--- src/rtl/cal_pkg.sv ---
// ----------------------------------------------------------------------------
// cal_pkg
// Shared widths, constants and calendar helpers for the millisecond-to-date
// converter.
// ----------------------------------------------------------------------------
package cal_pkg;

    localparam int ELAPSED_W  = 32;
    localparam int YEAR_W     = 14;
    localparam int YEAR_WORK_W = YEAR_W + 1;
    localparam int MONTH_W    = 4;
    localparam int DAY_W      = 5;
    localparam int HOUR_W     = 5;
    localparam int MINUTE_W   = 6;
    localparam int SECOND_W   = 6;
    localparam int MS_W       = 10;
    localparam int DAYS_W     = 6;
    localparam int REM_W      = 10;
    localparam int CNT_W      = 6;
    localparam int CFG_IDX_W  = 3;
    localparam int CFG_DATA_W = 32;

    localparam int MS_PER_SEC   = 1000;
    localparam int SEC_PER_MIN  = 60;
    localparam int MIN_PER_HOUR = 60;
    localparam int HOUR_PER_DAY = 24;
    localparam int LEAP_FACTOR  = 25;
    localparam int YEAR_LIMIT   = 10000;
    localparam int MONTH_FEB    = 2;
    localparam int MONTH_DEC    = 12;
    localparam int FEB_LEAP_LEN = 29;

    // Four serial divider stages follow each other, each fed by the registered quotient bits of the one before.
    localparam int DIV_CYCLES = ELAPSED_W + 4;

    localparam logic [CFG_IDX_W-1:0] REG_BASE_YEAR   = 3'd0;
    localparam logic [CFG_IDX_W-1:0] REG_BASE_MONTH  = 3'd1;
    localparam logic [CFG_IDX_W-1:0] REG_BASE_DAY    = 3'd2;
    localparam logic [CFG_IDX_W-1:0] REG_BASE_HOUR   = 3'd3;
    localparam logic [CFG_IDX_W-1:0] REG_BASE_MINUTE = 3'd4;
    localparam logic [CFG_IDX_W-1:0] REG_BASE_SECOND = 3'd5;
    localparam logic [CFG_IDX_W-1:0] REG_BASE_COUNT  = 3'd6;

    localparam logic [DAY_W-1:0] MONTH_LEN [12] = '{
        5'd31, 5'd28, 5'd31, 5'd30, 5'd31, 5'd30,
        5'd31, 5'd31, 5'd30, 5'd31, 5'd30, 5'd31
    };

    // Length of a month 1..12; a leap February has one more day.
    function automatic logic [DAY_W-1:0] days_in_month(
        input logic [MONTH_W-1:0] month,
        input logic               leap
    );
        logic [MONTH_W-1:0] idx;
        idx = month - 4'd1;
        if (month == MONTH_W'(MONTH_FEB) && leap) begin
            return DAY_W'(FEB_LEAP_LEN);
        end else if (month == '0 || month > MONTH_W'(MONTH_DEC)) begin
            return MONTH_LEN[0];
        end else begin
            return MONTH_LEN[idx];
        end
    endfunction

endpackage

--- src/rtl/cal_bitdiv.sv ---
// ----------------------------------------------------------------------------
// cal_bitdiv
// One restoring divider stage: while enabled, takes one dividend bit per cycle,
// MSB first, and emits one quotient bit per cycle; the remainder is left in place.
// ----------------------------------------------------------------------------
module cal_bitdiv (
    input  logic                      aclk,
    input  logic                      clear,
    input  logic                      enable,
    input  logic                      bit_in,
    input  logic [cal_pkg::REM_W-1:0] divisor,
    output logic [cal_pkg::REM_W-1:0] rem_out,
    output logic                      q_out
);
    import cal_pkg::*;

    logic [REM_W-1:0] rem_reg;
    logic             q_reg;
    logic [REM_W:0]   trial;
    logic             fits;
    logic [REM_W:0]   diff;

    always_comb begin
        trial = {rem_reg, bit_in};
        fits  = trial >= {1'b0, divisor};
        diff  = trial - {1'b0, divisor};
    end

    always_ff @(posedge aclk) begin
        if (clear) begin
            rem_reg <= '0;
            q_reg   <= 1'b0;
        end else if (enable) begin
            rem_reg <= fits ? diff[REM_W-1:0] : trial[REM_W-1:0];
            q_reg   <= fits;
        end
    end

    assign rem_out = rem_reg;
    assign q_out   = q_reg;

endmodule

--- src/rtl/calendar_time_from_elapsed_ms.sv ---
// ----------------------------------------------------------------------------
// calendar_time_from_elapsed_ms
// Converts a free-running millisecond count into a Gregorian date and time
// relative to a configured base moment.
// ----------------------------------------------------------------------------
// Flow: an accepted transaction runs through the bit-serial divider chain, a
//   fix-up step and one to three month steps, then waits until the output
//   register is free. Only one transaction is in flight (s_ready is high only
//   in idle); a finished result waits in the output register while the next transaction is taken.
// Reset: synchronous on aresetn low; base registers return to 2000-01-01
//   00:00:00 at count 0, the engine goes idle and the output empties.
// ----------------------------------------------------------------------------
module calendar_time_from_elapsed_ms (
    input  logic                           aclk,
    input  logic                           aresetn,

    input  logic                           cfg_wr_en,
    input  logic [cal_pkg::CFG_IDX_W-1:0]  cfg_index,
    input  logic [cal_pkg::CFG_DATA_W-1:0] cfg_wdata,

    input  logic                           s_valid,
    output logic                           s_ready,
    input  logic [cal_pkg::ELAPSED_W-1:0]  s_now_count,

    output logic                           m_valid,
    input  logic                           m_ready,
    output logic [cal_pkg::YEAR_W-1:0]     m_year,
    output logic [cal_pkg::MONTH_W-1:0]    m_month,
    output logic [cal_pkg::DAY_W-1:0]      m_day,
    output logic [cal_pkg::HOUR_W-1:0]     m_hour,
    output logic [cal_pkg::MINUTE_W-1:0]   m_minute,
    output logic [cal_pkg::SECOND_W-1:0]   m_second,
    output logic [cal_pkg::MS_W-1:0]       m_millisecond
);
    import cal_pkg::*;

    typedef enum logic [2:0] {
        ST_IDLE,
        ST_DIV,
        ST_FIX,
        ST_WALK,
        ST_DONE
    } state_t;

    // ------------------------------------------------------------------
    // Base registers
    // ------------------------------------------------------------------
    logic [YEAR_W-1:0]    base_year_reg;
    logic [MONTH_W-1:0]   base_month_reg;
    logic [DAY_W-1:0]     base_day_reg;
    logic [HOUR_W-1:0]    base_hour_reg;
    logic [MINUTE_W-1:0]  base_minute_reg;
    logic [SECOND_W-1:0]  base_second_reg;
    logic [ELAPSED_W-1:0] base_count_reg;

    always_ff @(posedge aclk) begin
        if (!aresetn) begin
            base_year_reg   <= YEAR_W'(2000);
            base_month_reg  <= MONTH_W'(1);
            base_day_reg    <= DAY_W'(1);
            base_hour_reg   <= '0;
            base_minute_reg <= '0;
            base_second_reg <= '0;
            base_count_reg  <= '0;
        end else if (cfg_wr_en) begin
            unique case (cfg_index)
                REG_BASE_YEAR:   base_year_reg   <= cfg_wdata[YEAR_W-1:0];
                REG_BASE_MONTH:  base_month_reg  <= cfg_wdata[MONTH_W-1:0];
                REG_BASE_DAY:    base_day_reg    <= cfg_wdata[DAY_W-1:0];
                REG_BASE_HOUR:   base_hour_reg   <= cfg_wdata[HOUR_W-1:0];
                REG_BASE_MINUTE: base_minute_reg <= cfg_wdata[MINUTE_W-1:0];
                REG_BASE_SECOND: base_second_reg <= cfg_wdata[SECOND_W-1:0];
                REG_BASE_COUNT:  base_count_reg  <= cfg_wdata[ELAPSED_W-1:0];
                default: begin
                    // Drop writes to unused indexes.
                end
            endcase
        end
    end

    // ------------------------------------------------------------------
    // Engine registers
    // ------------------------------------------------------------------
    state_t               state_reg,      state_next;
    logic [CNT_W-1:0]     cnt_reg,        cnt_next;
    logic [ELAPSED_W-1:0] elapsed_sh_reg, elapsed_sh_next;
    logic [YEAR_W-1:0]    year_sh_reg,    year_sh_next;
    logic [DAYS_W-1:0]    days_sh_reg,    days_sh_next;
    logic [YEAR_WORK_W-1:0] year_reg,     year_next;
    logic [MONTH_W-1:0]   month_reg,      month_next;
    logic [DAY_W-1:0]     day_reg,        day_next;
    logic [DAYS_W-1:0]    days_reg,       days_next;
    logic                 leap_reg,       leap_next;
    logic [HOUR_W-1:0]    hour_reg,       hour_next;
    logic [MINUTE_W-1:0]  minute_reg,     minute_next;
    logic [SECOND_W-1:0]  second_reg,     second_next;

    logic                 m_valid_reg,    m_valid_next;
    logic [YEAR_W-1:0]    m_year_reg,     m_year_next;
    logic [MONTH_W-1:0]   m_month_reg,    m_month_next;
    logic [DAY_W-1:0]     m_day_reg,      m_day_next;
    logic [HOUR_W-1:0]    m_hour_reg,     m_hour_next;
    logic [MINUTE_W-1:0]  m_minute_reg,   m_minute_next;
    logic [SECOND_W-1:0]  m_second_reg,   m_second_next;
    logic [MS_W-1:0]      m_ms_reg,       m_ms_next;

    logic s_accept;
    assign s_ready  = (state_reg == ST_IDLE);
    assign s_accept = s_valid && s_ready;

    // ------------------------------------------------------------------
    // Divider chain: /1000, /60, /60, /24, each stage fed by the registered
    // quotient bits of the one before. A fifth stage takes the
    // base year mod 25 for the century test.
    // ------------------------------------------------------------------
    logic             en_ms, en_sec, en_min, en_hr, en_days, en_yr;
    logic [REM_W-1:0] rem_ms, rem_sec, rem_min, rem_hr, rem_yr;
    logic             q_ms, q_sec, q_min, q_hr, q_yr;
    logic             in_div;

    always_comb begin
        in_div  = (state_reg == ST_DIV);
        en_ms   = in_div && (cnt_reg <  CNT_W'(ELAPSED_W));
        en_sec  = in_div && (cnt_reg >= CNT_W'(1)) && (cnt_reg <= CNT_W'(ELAPSED_W));
        en_min  = in_div && (cnt_reg >= CNT_W'(2)) && (cnt_reg <= CNT_W'(ELAPSED_W + 1));
        en_hr   = in_div && (cnt_reg >= CNT_W'(3)) && (cnt_reg <= CNT_W'(ELAPSED_W + 2));
        en_days = in_div && (cnt_reg >= CNT_W'(4));
        en_yr   = in_div && (cnt_reg <  CNT_W'(YEAR_W));
    end

    cal_bitdiv u_div_ms (
        .aclk    (aclk),
        .clear   (s_accept),
        .enable  (en_ms),
        .bit_in  (elapsed_sh_reg[ELAPSED_W-1]),
        .divisor (REM_W'(MS_PER_SEC)),
        .rem_out (rem_ms),
        .q_out   (q_ms)
    );

    cal_bitdiv u_div_sec (
        .aclk    (aclk),
        .clear   (s_accept),
        .enable  (en_sec),
        .bit_in  (q_ms),
        .divisor (REM_W'(SEC_PER_MIN)),
        .rem_out (rem_sec),
        .q_out   (q_sec)
    );

    cal_bitdiv u_div_min (
        .aclk    (aclk),
        .clear   (s_accept),
        .enable  (en_min),
        .bit_in  (q_sec),
        .divisor (REM_W'(MIN_PER_HOUR)),
        .rem_out (rem_min),
        .q_out   (q_min)
    );

    cal_bitdiv u_div_hr (
        .aclk    (aclk),
        .clear   (s_accept),
        .enable  (en_hr),
        .bit_in  (q_min),
        .divisor (REM_W'(HOUR_PER_DAY)),
        .rem_out (rem_hr),
        .q_out   (q_hr)
    );

    cal_bitdiv u_div_yr (
        .aclk    (aclk),
        .clear   (s_accept),
        .enable  (en_yr),
        .bit_in  (year_sh_reg[YEAR_W-1]),
        .divisor (REM_W'(LEAP_FACTOR)),
        .rem_out (rem_yr),
        .q_out   (q_yr)
    );

    // ------------------------------------------------------------------
    // Fix-up: clamp the base fields, add remainders with carry, and test
    // the base year for leap. Base fields are all below their radix after
    // clamping, so each carry is at most one.
    // ------------------------------------------------------------------
    logic [SECOND_W-1:0] bs_c;
    logic [MINUTE_W-1:0] bm_c;
    logic [HOUR_W-1:0]   bh_c;
    logic [MONTH_W-1:0]  month_c;
    logic [DAY_W-1:0]    day_c;
    logic [DAY_W-1:0]    dim_base;
    logic [SECOND_W:0]   sec_sum;
    logic [MINUTE_W:0]   min_sum;
    logic [HOUR_W:0]     hr_sum;
    logic                c_sec, c_min, c_hr;
    logic                div4, div25, div16, leap_c;

    always_comb begin
        bs_c = (base_second_reg > SECOND_W'(SEC_PER_MIN - 1)) ?
               SECOND_W'(SEC_PER_MIN - 1) : base_second_reg;
        bm_c = (base_minute_reg > MINUTE_W'(MIN_PER_HOUR - 1)) ?
               MINUTE_W'(MIN_PER_HOUR - 1) : base_minute_reg;
        bh_c = (base_hour_reg > HOUR_W'(HOUR_PER_DAY - 1)) ?
               HOUR_W'(HOUR_PER_DAY - 1) : base_hour_reg;

        month_c = base_month_reg;
        if (month_c == '0) begin
            month_c = MONTH_W'(1);
        end
        if (month_c > MONTH_W'(MONTH_DEC)) begin
            month_c = MONTH_W'(MONTH_DEC);
        end

        // Leap: divisible by 4 and not by 100, or divisible by 400.
        div4   = (base_year_reg[1:0] == 2'b00);
        div16  = (base_year_reg[3:0] == 4'b0000);
        div25  = (rem_yr == '0);
        leap_c = (div4 && !div25) || (div16 && div25);

        dim_base = days_in_month(month_c, leap_c);
        day_c    = base_day_reg;
        if (day_c == '0) begin
            day_c = DAY_W'(1);
        end
        if (day_c > dim_base) begin
            day_c = dim_base;
        end

        sec_sum = {1'b0, bs_c} + {1'b0, rem_sec[SECOND_W-1:0]};
        c_sec   = sec_sum >= (SECOND_W + 1)'(SEC_PER_MIN);
        if (c_sec) begin
            sec_sum = sec_sum - (SECOND_W + 1)'(SEC_PER_MIN);
        end

        min_sum = {1'b0, bm_c} + {1'b0, rem_min[MINUTE_W-1:0]} + {{MINUTE_W{1'b0}}, c_sec};
        c_min   = min_sum >= (MINUTE_W + 1)'(MIN_PER_HOUR);
        if (c_min) begin
            min_sum = min_sum - (MINUTE_W + 1)'(MIN_PER_HOUR);
        end

        hr_sum = {1'b0, bh_c} + {1'b0, rem_hr[HOUR_W-1:0]} + {{HOUR_W{1'b0}}, c_min};
        c_hr   = hr_sum >= (HOUR_W + 1)'(HOUR_PER_DAY);
        if (c_hr) begin
            hr_sum = hr_sum - (HOUR_W + 1)'(HOUR_PER_DAY);
        end
    end

    // ------------------------------------------------------------------
    // Month walk: one month boundary per cycle. Fifty days at most remain,
    // so the walk never lands past the 19th of a February it enters from
    // a new year; the leap flag of the base year serves throughout.
    // ------------------------------------------------------------------
    logic [DAY_W-1:0]  dim_walk;
    logic [DAYS_W:0]   day_sum;
    logic              cross_month;
    logic [DAYS_W-1:0] to_next;

    always_comb begin
        dim_walk    = days_in_month(month_reg, leap_reg);
        day_sum     = {2'b00, day_reg} + {1'b0, days_reg};
        cross_month = day_sum > {2'b00, dim_walk};
        to_next     = {1'b0, dim_walk} - {1'b0, day_reg} + DAYS_W'(1);
    end

    // ------------------------------------------------------------------
    // Next-state logic
    // ------------------------------------------------------------------
    always_comb begin
        state_next      = state_reg;
        cnt_next        = cnt_reg;
        elapsed_sh_next = elapsed_sh_reg;
        year_sh_next    = year_sh_reg;
        days_sh_next    = days_sh_reg;
        year_next       = year_reg;
        month_next      = month_reg;
        day_next        = day_reg;
        days_next       = days_reg;
        leap_next       = leap_reg;
        hour_next       = hour_reg;
        minute_next     = minute_reg;
        second_next     = second_reg;

        m_valid_next  = m_valid_reg;
        m_year_next   = m_year_reg;
        m_month_next  = m_month_reg;
        m_day_next    = m_day_reg;
        m_hour_next   = m_hour_reg;
        m_minute_next = m_minute_reg;
        m_second_next = m_second_reg;
        m_ms_next     = m_ms_reg;

        // Free the output register once the downstream side takes it.
        if (m_valid_reg && m_ready) begin
            m_valid_next = 1'b0;
        end

        unique case (state_reg)
            ST_IDLE: begin
                if (s_accept) begin
                    elapsed_sh_next = s_now_count - base_count_reg;
                    year_sh_next    = base_year_reg;
                    days_sh_next    = '0;
                    cnt_next        = '0;
                    state_next      = ST_DIV;
                end
            end
            ST_DIV: begin
                if (en_ms) begin
                    elapsed_sh_next = {elapsed_sh_reg[ELAPSED_W-2:0], 1'b0};
                end
                if (en_yr) begin
                    year_sh_next = {year_sh_reg[YEAR_W-2:0], 1'b0};
                end
                if (en_days) begin
                    days_sh_next = {days_sh_reg[DAYS_W-2:0], q_hr};
                end
                if (cnt_reg == CNT_W'(DIV_CYCLES - 1)) begin
                    state_next = ST_FIX;
                end else begin
                    cnt_next = cnt_reg + CNT_W'(1);
                end
            end
            ST_FIX: begin
                second_next = sec_sum[SECOND_W-1:0];
                minute_next = min_sum[MINUTE_W-1:0];
                hour_next   = hr_sum[HOUR_W-1:0];
                days_next   = days_sh_reg + {{(DAYS_W - 1){1'b0}}, c_hr};
                year_next   = {1'b0, base_year_reg};
                month_next  = month_c;
                day_next    = day_c;
                leap_next   = leap_c;
                state_next  = ST_WALK;
            end
            ST_WALK: begin
                if (days_reg == '0) begin
                    state_next = ST_DONE;
                end else if (cross_month) begin
                    days_next = days_reg - to_next;
                    day_next  = DAY_W'(1);
                    if (month_reg == MONTH_W'(MONTH_DEC)) begin
                        month_next = MONTH_W'(1);
                        year_next  = year_reg + YEAR_WORK_W'(1);
                    end else begin
                        month_next = month_reg + MONTH_W'(1);
                    end
                end else begin
                    day_next   = day_sum[DAY_W-1:0];
                    days_next  = '0;
                    state_next = ST_DONE;
                end
            end
            ST_DONE: begin
                // Load the result once the output register is free.
                if (!m_valid_reg || m_ready) begin
                    m_valid_next  = 1'b1;
                    m_year_next   = (year_reg > YEAR_WORK_W'(YEAR_LIMIT)) ?
                                    YEAR_W'(YEAR_LIMIT) : year_reg[YEAR_W-1:0];
                    m_month_next  = month_reg;
                    m_day_next    = day_reg;
                    m_hour_next   = hour_reg;
                    m_minute_next = minute_reg;
                    m_second_next = second_reg;
                    m_ms_next     = rem_ms;
                    state_next    = ST_IDLE;
                end
            end
            default: begin
                state_next = ST_IDLE;
            end
        endcase
    end

    always_ff @(posedge aclk) begin
        if (!aresetn) begin
            state_reg   <= ST_IDLE;
            m_valid_reg <= 1'b0;
        end else begin
            state_reg   <= state_next;
            m_valid_reg <= m_valid_next;
        end
        cnt_reg        <= cnt_next;
        elapsed_sh_reg <= elapsed_sh_next;
        year_sh_reg    <= year_sh_next;
        days_sh_reg    <= days_sh_next;
        year_reg       <= year_next;
        month_reg      <= month_next;
        day_reg        <= day_next;
        days_reg       <= days_next;
        leap_reg       <= leap_next;
        hour_reg       <= hour_next;
        minute_reg     <= minute_next;
        second_reg     <= second_next;
        m_year_reg     <= m_year_next;
        m_month_reg    <= m_month_next;
        m_day_reg      <= m_day_next;
        m_hour_reg     <= m_hour_next;
        m_minute_reg   <= m_minute_next;
        m_second_reg   <= m_second_next;
        m_ms_reg       <= m_ms_next;
    end

    assign m_valid       = m_valid_reg;
    assign m_year        = m_year_reg;
    assign m_month       = m_month_reg;
    assign m_day         = m_day_reg;
    assign m_hour        = m_hour_reg;
    assign m_minute      = m_minute_reg;
    assign m_second      = m_second_reg;
    assign m_millisecond = m_ms_reg;

    // Quotient bits of the year stage are not needed; only its remainder.
    logic unused_q_yr;
    assign unused_q_yr = q_yr;

endmodule
--- config.mk ---
export PLATFORM = sky130hd
export DESIGN_NAME = calendar_time_from_elapsed_ms
export DESIGN_NICKNAME = d
export VERILOG_FILES = /design/src/rtl/cal_pkg.sv /design/src/rtl/cal_bitdiv.sv /design/src/rtl/calendar_time_from_elapsed_ms.sv
export SDC_FILE = /design/constraint.sdc
export NUM_CORES = 1
export LEC_CHECK = 0
export BUFFER_PORTS_ARGS = -buffer_cell sky130_fd_sc_hd__buf_4
export CELL_PAD_IN_SITES_DETAIL_PLACEMENT = 1
export CELL_PAD_IN_SITES_GLOBAL_PLACEMENT = 1
export CORE_MARGIN = 2
export CORE_UTILIZATION = 47
export CTS_CLUSTER_DIAMETER = 100
export DETAILED_ROUTE_END_ITERATION = 10
export PLACE_DENSITY_LB_ADDON = 0.1
export SYNTH_ARGS = -nofsm -noshare
export SYNTH_HDL_FRONTEND = slang
export SYNTH_SLANG_ARGS = --single-unit
--- constraint.sdc ---
create_clock -name aclk -period 8.4 [get_ports aclk]
set_input_delay 0.84 -clock aclk [delete_from_list [all_inputs] [get_ports aclk]]
set_output_delay 0.84 -clock aclk [all_outputs]
set_load 0.01 [all_outputs]
* After elaboration in Yosys (flattened, before gate mapping)
Memory sizes are Yosys's and may differ from the RTL's. Cells that the tools add are included.
Operators by class: $add $sub $neg 24, order comparisons 28, equal/unequal tests 25, muxes and demuxes 57, bitwise operators 2, reductions and logical operators 49
Operator list (count):
- 5-bit two-way mux | 14
- 32-bit two-way mux | 2
- 32-bit case mux with 2 select lines | 1
- 6-bit two-way mux | 9
- 10-bit two-way mux | 5
- 15-bit two-way mux | 3
- 6-bit case mux with 2 select lines | 3
- 32-bit subtractor | 1
- 15-bit case mux with 2 select lines | 1
- 14-bit two-way mux | 2
- 14-bit case mux with 2 select lines | 1
- 11-bit by 5-bit greater-or-equal comparator with 1-bit output (second input constant) | 2
- 11-bit by 6-bit greater-or-equal comparator with 1-bit output (second input constant) | 2
- 4-bit two-way mux | 5
- 10-bit by 5-bit subtractor with 10-bit output (second input constant) | 2
- 10-bit by 6-bit subtractor with 10-bit output (second input constant) | 2
- 6-bit less-or-equal comparator (second input constant) | 3
- 2-bit AND reduction | 9
- 4-bit logical NOT | 4
- 2-bit inequality test (second input constant) | 8
- 15-bit by 1-bit adder with 15-bit output (second input constant) | 1
- 15-bit by 14-bit > comparator with 1-bit output (second input constant) | 1
- 1-bit logical AND | 15
- 3-bit two-way mux | 5
- 50 further kinds | 84
Word-level totals: bits in registers 286, ROM bits 160, input port bits 72, output and inout port bits 52, logic and storage cells 224, memories 2
Memory list:
- (name not given) | words 16, width 5, read ports 1, clocked after memory_dff 0, write ports 0, line cal_pkg.sv:61 | return MONTH_LEN[idx];
- (name not given) | words 16, width 5, read ports 1, clocked after memory_dff 0, write ports 0, line cal_pkg.sv:61

* Logic depth before layout (Yosys ltp)
Gate-level depths: netlist of run 1.
word-level depth 14, depth in mapped cells 35, gate-level depth less buffers 35

* Hierarchy
A second synthesis of run 1 with hierarchy kept.
Second synthesis, totals: cells, all modules 1900, area total of the unflattened synthesis 17794.6 um^2
By module, submodules not included:
- calendar_time_from_elapsed_ms | instances 1, cells each 1290, area an instance 12639.6 um^2, sequential area each 6206.0 um^2
- cal_bitdiv | instances 5, cells each 122, area an instance 1031.0 um^2, sequential area each 220.2 um^2

* Worst setup path after synthesis of run 1
Ideal clock, no wire load.
path type reg-to-reg, start point reg base_second_reg[3], end point reg days_reg[4] (data pin), library setup time 270 ps, arrival 5599 ps, data required time 8130 ps, setup slack 2531 ps, stages on the path, launching flop included 36, buffers on the path 0, period minus slack after synthesis 5869 ps, cell sequence dfxtp_1 -> nand4_1 -> nand2b_1 -> ha_1 -> a21o_1 -> a21oi_1 -> xnor2_1 -> ha_1 -> inv_1 -> nor3_1 -> o21ai_0 -> o21ai_1 -> fa_1 -> inv_1 -> fa_1 -> inv_1 -> a21oi_1 -> o21bai_1 -> xnor2_1 -> a21oi_1 -> a21oi_1 -> inv_1 -> fa_1 -> inv_1 -> fa_1 -> inv_1 -> a21o_1 -> a21oi_1 -> xnor2_1 -> a21oi_1 -> nand2_1 -> ha_1 -> ha_1 -> nand3_1 -> xor2_1 -> a21oi_1
Between the ends: cells in the longest elaborated chain, start to end 10
Ends and longest elaborated chain:
- from (decl) | line calendar_time_from_elapsed_ms.sv:53 | logic [SECOND_W-1:0] base_second_reg;
- from (signal assigned) | line calendar_time_from_elapsed_ms.sv:72 | REG_BASE_SECOND: base_second_reg <= cfg_wdata[SECOND_W-1:0];
- 6-bit > comparator | line calendar_time_from_elapsed_ms.sv:199 | bs_c = (base_second_reg > SECOND_W'(SEC_PER_MIN - 1)) ?
- 6-bit two-way mux * | line calendar_time_from_elapsed_ms.sv:199
- 6-bit by 6-bit adder with 7-bit output * | line calendar_time_from_elapsed_ms.sv:229 | sec_sum = {1'b0, bs_c} + {1'b0, rem_sec[SECOND_W-1:0]};
- 7-bit by 6-bit greater-or-equal comparator with 1-bit output * | line calendar_time_from_elapsed_ms.sv:230 | c_sec = sec_sum >= (SECOND_W + 1)'(SEC_PER_MIN);
- 7-bit by 1-bit adder with 7-bit output * | line calendar_time_from_elapsed_ms.sv:235 | min_sum = {1'b0, bm_c} + {1'b0, rem_min[MINUTE_W-1:0]} + {{MINUTE_W{1'b0}}, c_sec};
- 7-bit by 6-bit greater-or-equal comparator with 1-bit output * | line calendar_time_from_elapsed_ms.sv:236 | c_min = min_sum >= (MINUTE_W + 1)'(MIN_PER_HOUR);
- 6-bit by 1-bit adder with 6-bit output * | line calendar_time_from_elapsed_ms.sv:241 | hr_sum = {1'b0, bh_c} + {1'b0, rem_hr[HOUR_W-1:0]} + {{HOUR_W{1'b0}}, c_min};
- 6-bit by 5-bit greater-or-equal comparator with 1-bit output * | line calendar_time_from_elapsed_ms.sv:242 | c_hr = hr_sum >= (HOUR_W + 1)'(HOUR_PER_DAY);
- 6-bit by 1-bit adder with 6-bit output * | line calendar_time_from_elapsed_ms.sv:327 | days_next = days_sh_reg + {{(DAYS_W - 1){1'b0}}, c_hr};
- 6-bit case mux with 2 select lines * | line calendar_time_from_elapsed_ms.sv:297 | unique case (state_reg)
- via days_next[4] | line calendar_time_from_elapsed_ms.sv:92 | logic [DAYS_W-1:0] days_reg, days_next;
- to (signal assigned) | line calendar_time_from_elapsed_ms.sv:388 | days_reg <= days_next;
- to (decl) | line calendar_time_from_elapsed_ms.sv:92
The timed path passes the listed nets; every way through them passes the cells marked *. A chain may end at the register's enable or synchronous reset.

* Worst setup path in the final report of run 1
Same ends and word-level chain as after synthesis.

==> metrics.md, run 1 <==
| Metric | Value |
|---|---|
| Startpoint type of the worst setup path | `flop` |
| FF-to-FF setup slack | `1.36 ns` |
| Post-Syn Instances | `1613` |
| Hold_sp | `second_reg[0]` |
| Synthesized area | `15500 µm²` |
| Worst-skew pair later-pin latency | `0.51 ns` |
| Yosys reg bits | `286` |
| Relative slew margins | `22.0%` |
| Final Net Count | `1871` |
| Vias in the first global route | `12252` |
| Critical path's slowest cell | `fa_1` |
| Bufs on Longest Clock Path | `3` |
| DRT Pass-1 Iters | `5` |
| GP Congestion | `0.835` |
| Antenna-violating nets left | `0` |
| GR Util met2 | `39.7%` |
| Synth Area in Simple Gates | `17.3%` |
| Die Height | `185 µm` |
| CTS tree | `built` |
| Main synth FF type | `edfxtp_1` |
| Finish-stage setup viols | `0` |
| Count of pins over their slew limit | `0` |
| Worst EP arrival | `7.26 ns` |
| Synth cell count leaders | `nand2_1, edfxtp_1, nor2_1, dfxtp_1, a21oi_1` |
| Number of synthesized flops with an enable pin | `156` |
| Starting DRC count in detailed routing | `597` |
| Worst hold margin | `0.417 ns` |
| GR Util met3 | `3.34%` |
| CP endpoint kind | `flop` |
| GRT overflow | `0` |
| Rows | `66` |
| Sequential area share after synthesis | `47.1%` |
| Outcome | `finished clean` |
| CTS sink cnt | `286` |
| Top cell type's share of synthesized area | `30.3%` |
| Post_cts resized | `0` |
| Compound-gate portion of the synthesized area | `14.8%` |
| Most common cell in the synthesized netlist | `nand2_1` |
| RSZ-0062 raised after global routing | `no` |
| Port bufs | `123` |
| Warnings, synthesis | `0` |
| Max Fclk | `142 MHz` |
| Worst r2r dst | `days_reg[4]` |
| Post-synthesis mux area share | `3.06%` |
| Most frequent cell on the critical path | `a21oi_1` |
| Most Crowded Layer GR | `met2` |
| Die W | `185 µm` |
| CP Buf/Inv Count | `6` |
| Yosys cell types | `74` |
| Core area | `32500 µm²` |
| CP Class | `reg2reg` |
| Synth Area per Inst | `9.58 µm²` |
| Lkg Pwr | `6.93 nW` |
| Crit path required time | `8.62 ns` |
| CTS Hold Bufs | `0` |
| R2r worst-path depth | `35` |
| Peak supply drop | `0.132 mV` |
| Hold depth | `0` |
| CP max FO | `4` |
| Hold WC Path Type | `reg2reg` |
| Synth Area in Adders | `7.95%` |
| Initial antenna violation count | `0` |
| # IOs | `124` |
| Reg-to-Reg Start | `base_second_reg[3]` |
| Final WL | `39400 µm` |
| Vias per cell | `5.49` |
| Worst slew pin tran | `1.17 ns` |
| Pin count of the biggest net entering global routing | `78` |
| Number of CTS-inserted buffers | `35` |
| Total chip power | `5.11 mW` |
| Core Util, Final | `54.8%` |
| Clk root buf | `clkbuf_16` |
| Global-route wire length before repair | `64100 µm` |
| Top cells by area, synth | `edfxtp_1, dfxtp_1, ha_1, nand2_1, nor2_1` |
| Asr flop ratio synth | `0%` |
| Die Footprint | `34400 µm²` |
| Filler instances | `3690` |
| Pre-CTS setup slack | `1.46 ns` |
| Xor/xnor share of the synthesized area | `5.50%` |
| Largest family of logic cells by synthesized area | `simple AND/OR/NAND/NOR gates` |
| Syn nets | `1776` |
| Max incr delay on CP | `0.40 ns` |
| Skew final | `0.0222 ns` |
| Sum Neg Setup Slack | `0 ns` |
| DPL Wire Length | `28000 µm` |
| Hold Path End | `m_second[0]` |
| Tot GR Track Use | `23.3%` |
| CTS clk-pin slew, worst paths | `0.06 ns` |
| Initial core utilization | `47.6%` |
| Crit share post-route | `83.9%` |
| Drt drc | `0` |
| H-tree levels | `2` |
| Routed wire per std cell | `18.1 µm` |
| Pwr Density | `287 nW/µm²` |
| Layout cell share with drive strength beyond 1 | `12.5%` |
| Family with the most delay on the worst path | `adder cells` |
| Setup WS post-layout | `1.36 ns` |
| Via count | `11953` |
| Leading area contributor after synthesis | `edfxtp_1` |
| Diodes inserted | `0` |
| Area delta synth->final | `15.1%` |
| Fin crit period | `7.04 ns` |
| Met1 Use GR | `31.0%` |
| Max cap viols | `0` |
| Postcts setup bufs | `0` |
| Fin. Hold Viols | `0` |
==> how the worst max path moves through the flow <==
stage                  endpoint               start  cells past startpoint  slack [ns]
global placement    days_reg[4]  base_second_reg[3]                     35        1.82
detailed placement  days_reg[4]  base_second_reg[3]                     35        1.46
finish              days_reg[4]  base_second_reg[3]                     35        1.36
global route        days_reg[4]  base_second_reg[3]                     35        0.74
floorplan           days_reg[4]  base_second_reg[3]                     35        2.53
CTS                 days_reg[4]  base_second_reg[5]                     35        1.41
==> area by class of cell <==
| type | instances | area (µm²) | share of cell area, % |
|---|---|---|---|
| Tap cell | 442 | 553 | 3.11 |
| Timing Repair Buffer | 130 | 976 | 5.48 |
| Multi-Input combinational cell | 1168 | 7530 | 42.3 |
| Sequential cell | 286 | 7290 | 40.9 |
| Clock buffer | 50 | 1060 | 5.93 |
| Inverter | 87 | 327 | 1.84 |
| Clock inverter | 13 | 67.6 | 0.380 |
==> cells by family (layout without fill, tap and decap cells) <==
kind of cell | after synthesis | in the layout
DFF | 286 | 286
xor gates and xnor gates | 97 | 97
and+or+nand+nor | 589 | 589
AOI/OAI and AO/OA | 344 | 344
buffers and inverters | 159 | 280
adders and majority gates | 91 | 91
muxes | 47 | 47
==> placed cells by master (no fill, tap or decap), drive strengths merged, types with 29 or more instances in the layout <==
master,instances
a211oi,35
a21boi,43
a21oi,100
buf,130
clkbuf,50
dfxtp,130
edfxtp,156
ha,79
inv,88
mux2i,45
nand2,242
nand3,37
nor2,148
nor2b,33
nor3,29
o21ai,75
xnor2,55
xor2,42
==> layer usage <==
layer / wire length [µm] / up-vias / share of wire, %
li1: - / 5819 / -
met1: 18200 / 5871 / 46
met2: 18900 / 209 / 48
met3: 1490 / 54 / 3.8
met4: 828 / 0 / 2.1
met5: 0 / - / 0
==> report_power, final <==
| part | total [mW] | switching, mW | internal (mW) |
|---|---|---|---|
| Sequential | 2.12 | 0.237 | 1.88 |
| Combinational | 1.53 | 0.946 | 0.582 |
| Clock | 1.46 | 0.589 | 0.875 |
==> through the flow <==
step	cell area (µm²)	std cells
finish	17800	2176
global route	17800	2176
CTS	17800	2176
detailed placement	16700	2113
global placement	16700	2113
floorplan	15500	1613
Power figures use the tool's default switching activity.
==> run 2, diff against run 1 <==
Settings changed: ABC_AREA from default to 1, CORE_UTILIZATION 47 to 41.
Clock period 8.4 ns to 6.3 ns, I/O delays scaled along.
==> run 2 against run 1 <==
Global-route usage fell by 1.7 points; register-to-register slack got worse by 1.1 ns; non-clock buffer count grew 10; critical endpoint unchanged; final area rose by 2.7%; maximum frequency up 16%; sequential power rose by 31%.
==> metrics.md, run 2 <==
| Metric | Value |
|---|---|
| Layout cell share with drive strength beyond 1 | `13.4% (was 12.5%)` |
| Worst slew pin tran | `0.891 ns (was 1.17 ns)` |
| Most frequent cell on the critical path | `nand2_2 (was a21oi_1)` |
| Most Crowded Layer GR | `met2 (unchanged)` |
| Number of synthesized flops with an enable pin | `156 (unchanged)` |
| Area delta synth->final | `16.7% (was 15.1%)` |
| Finished Layout Cells | `2551 (was 2176)` |
| Warnings, synthesis | `0 (unchanged)` |
| GP Congestion | `0.849 (was 0.835)` |
| Worst EP arrival | `6.34 ns (was 7.26 ns)` |
| Fin crit period | `6.06 ns (was 7.04 ns)` |
| Vias per cell | `5.11 (was 5.49)` |
| Yosys cell types | `54 (was 74)` |
| GR Util met2 | `38.4% (was 39.7%)` |
| CP Class | `reg2reg (unchanged)` |
| Starting DRC count in detailed routing | `503 (was 597)` |
| Most frequent cells in the layout | `nand2_1, inv_1, o21ai_0 (was nand2_1, edfxtp_1, nor2_1)` |
| Placed cells | `2482 (was 2113)` |
| Comb power frac | `32.7% (was 29.9%)` |
| Tot GR Track Use | `21.6% (was 23.3%)` |
| Clk root buf | `clkbuf_16 (unchanged)` |
| Asr flop ratio synth | `0% (unchanged)` |
| DRT Pass-1 Iters | `5 (unchanged)` |
| Max cap viols | `0 (unchanged)` |
| Main synth FF type | `edfxtp_1 (unchanged)` |
| Synthesized area | `15700 µm² (was 15500 µm²)` |
| Final Net Count | `2178 (was 1871)` |
| Relative slew margins | `40.6% (was 22.0%)` |
| Finish-stage setup viols | `0 (unchanged)` |
| Internal power | `4.33 mW (was 3.34 mW)` |
| Number of CTS-inserted buffers | `34 (was 35)` |
| CP max FO | `4 (unchanged)` |
| Vias in the first global route | `13352 (was 12252)` |
| Initial core utilization | `41.6% (was 47.6%)` |
| Via count | `13040 (was 11953)` |
| CTS tree | `built (unchanged)` |
| Die Footprint | `39800 µm² (was 34400 µm²)` |
| Drt drc | `0 (unchanged)` |
| Die W | `199 µm (was 185 µm)` |
| Initial antenna violation count | `0 (unchanged)` |
| Count of pins over their slew limit | `0 (unchanged)` |
| CTS Hold Bufs | `0 (unchanged)` |
| Peak supply drop | `0.185 mV (was 0.132 mV)` |
| Sequential share of power | `40.5% (was 41.4%)` |
| Routed wire per std cell | `16.6 µm (was 18.1 µm)` |
| Max Fclk | `165 MHz (was 142 MHz)` |
| Met1 Use GR | `27.6% (was 31.0%)` |
| Rows | `71 (was 66)` |
| Bufs on Longest Clock Path | `3 (unchanged)` |
| GR Util met3 | `2.84% (was 3.34%)` |
| Post-Syn Instances | `1888 (was 1613)` |
| Commonest non-fill, non-tap cell in the layout | `nand2_1 (unchanged)` |
| Pin count of the biggest net entering global routing | `75 (was 78)` |
| Pre-CTS setup slack | `-0.183 ns (was 1.46 ns)` |
| Top cell type's share of synthesized area | `29.9% (was 30.3%)` |
| Outcome | `finished clean (unchanged)` |
| CTS clk-pin slew, worst paths | `0.06 ns (about the same)` |
| Switch share | `37.1% (was 34.7%)` |
| Port bufs | `123 (unchanged)` |
| CTS sink cnt | `286 (unchanged)` |
| Psw | `2.55 mW (was 1.77 mW)` |
| Setup WS post-layout | `0.242 ns (was 1.36 ns)` |
| Max incr delay on CP | `0.43 ns (was 0.40 ns)` |
| Leading area contributor after synthesis | `edfxtp_1 (unchanged)` |
| Die Height | `199 µm (was 185 µm)` |
| Sequential area share after synthesis | `46.5% (was 47.1%)` |
| DPL Wire Length | `31000 µm (was 28000 µm)` |
| Hold WC Path Type | `in2reg (was reg2reg)` |
| Yosys reg bits | `286 (unchanged)` |
| Diodes inserted | `0 (unchanged)` |
| Worst-skew pair later-pin latency | `0.52 ns (was 0.51 ns)` |
| Global-route wire length before repair | `68600 µm (was 64100 µm)` |
| Core area | `37700 µm² (was 32500 µm²)` |
| CP endpoint kind | `flop (unchanged)` |
| GRT overflow | `0 (unchanged)` |
| # IOs | `124 (unchanged)` |
| Fin. Hold Viols | `0 (unchanged)` |
| Crit path required time | `6.58 ns (was 8.62 ns)` |
| Skew final | `0.0148 ns (was 0.0222 ns)` |
| Final WL | `42200 µm (was 39400 µm)` |
| Syn nets | `2051 (was 1776)` |
| Synth cell count leaders | `nand2_1, inv_1, o21ai_0, a21oi_1, nor2_1 (was nand2_1, edfxtp_1, nor2_1, dfxtp_1, a21oi_1)` |
| Critical path's slowest cell | `fa_2 (was fa_1)` |
| Most common cell in the synthesized netlist | `nand2_1 (unchanged)` |
| Antenna-violating nets left | `0 (unchanged)` |
| Top cells by area, synth | `edfxtp_1, dfxtp_1, nand2_1, ha_1, inv_1 (was edfxtp_1, dfxtp_1, ha_1, nand2_1, nor2_1)` |
| Synth Area per Inst | `8.30 µm² (was 9.58 µm²)` |
| Crit share post-route | `96.2% (was 83.9%)` |
| Clk pwr share | `26.9% (was 28.7%)` |
| Lkg Pwr | `7.87 nW (was 6.93 nW)` |
| Startpoint type of the worst setup path | `flop (unchanged)` |
| H-tree levels | `2 (unchanged)` |
| Pwr Density | `376 nW/µm² (was 287 nW/µm²)` |
==> run 2: cell families (layout without fill, tap and decap cells) <==
family	count (synthesis)	count (layout)	share of synthesized area, %
AND/OR/NAND/NOR	766	766	21.4
AO/OA/AOI/OAI	394	394	13.6
buffers and inverters	288	440	7.18
flip-flops	286	286	46.5
adder cells (fa/ha/maj)	91	91	7.84
XOR/XNOR	63	63	3.52
==> run 2: critical path, delay by kind of cell, from the launching register on <==
kind | cells | cell delay, ns
XOR/XNOR | 1 | 0.20
flip-flops | 1 | 0.33
AO/OA/AOI/OAI | 9 | 1.33
adder cells (fa/ha/maj) | 8 | 2.23
AND/OR/NAND/NOR | 12 | 1.52
buffers and inverters | 3 | 0.20
==> run 2: area by class of cell <==
class / count / area (µm²)
Sequential cell: 286 / 7290
Clock inverter: 13 / 63.8
Multi-Input combinational cell: 1314 / 7380
Inverter: 239 / 900
Clock buffer: 48 / 965
Timing Repair Buffer: 140 / 1050
Tap cell: 511 / 639
Fill cell: 4597 / 19400
==> run 2: power by group through the flow <==
stage / sequential, mW / combinational [mW] / clock, mW
3_5_place_dp: 2.81 / 2.21 / 0
2_1_floorplan: 2.73 / 1.70 / 0
5_1_grt: 2.84 / 2.57 / 1.98
4_1_cts: 2.78 / 2.24 / 1.90
3_3_place_gp: 2.80 / 2.13 / 0
6_report: 2.78 / 2.25 / 1.85
==> run 2: what timing repair did <==
item	in CTS	in global routing
cloned	0	0
gates resized for setup	4	25
setup endpoints to repair	3	6
pin swaps	0	14
buffers inserted	0	8
==> run 2: path summary, 6_finish.rpt <==
path / start / endpoint / slack, ns / depth (start not counted)
max: base_second_reg[3] / days_reg[4] / 0.24 / 33
max reg2reg: base_second_reg[3] / days_reg[4] / 0.24 / 33
min: cfg_wdata[10] / base_year_reg[10] / 0.34 / 3
min reg2reg: second_reg[4] / m_second[4] / 0.42 / 0
==> run 2: metal layers <==
layer / vias to the layer above / wire [µm]
li1: 6555 / -
met1: 6274 / 19300
met2: 155 / 20800
met3: 56 / 1170
met4: 0 / 899
met5: - / 0
==> run 2: metrics by stage <==
| step | util (%) | setup TNS [ns] | total power, mW | instance area, µm² | hold WS (ns) |
|---|---|---|---|---|---|
| detailed placement | 45.3 | -0.248 | 5.03 | 17100 | 0.410 |
| finish | 48.5 | 0 | 6.87 | 18300 | 0.337 |
| global placement | 45.3 | 0 | 4.93 | 17100 | 0.403 |
| floorplan | - | 0 | 4.43 | 15700 | 0.400 |
| CTS | 48.1 | 0 | 6.92 | 18100 | 0.321 |
| global route | 48.5 | -0.0871 | 7.39 | 18300 | 0.347 |
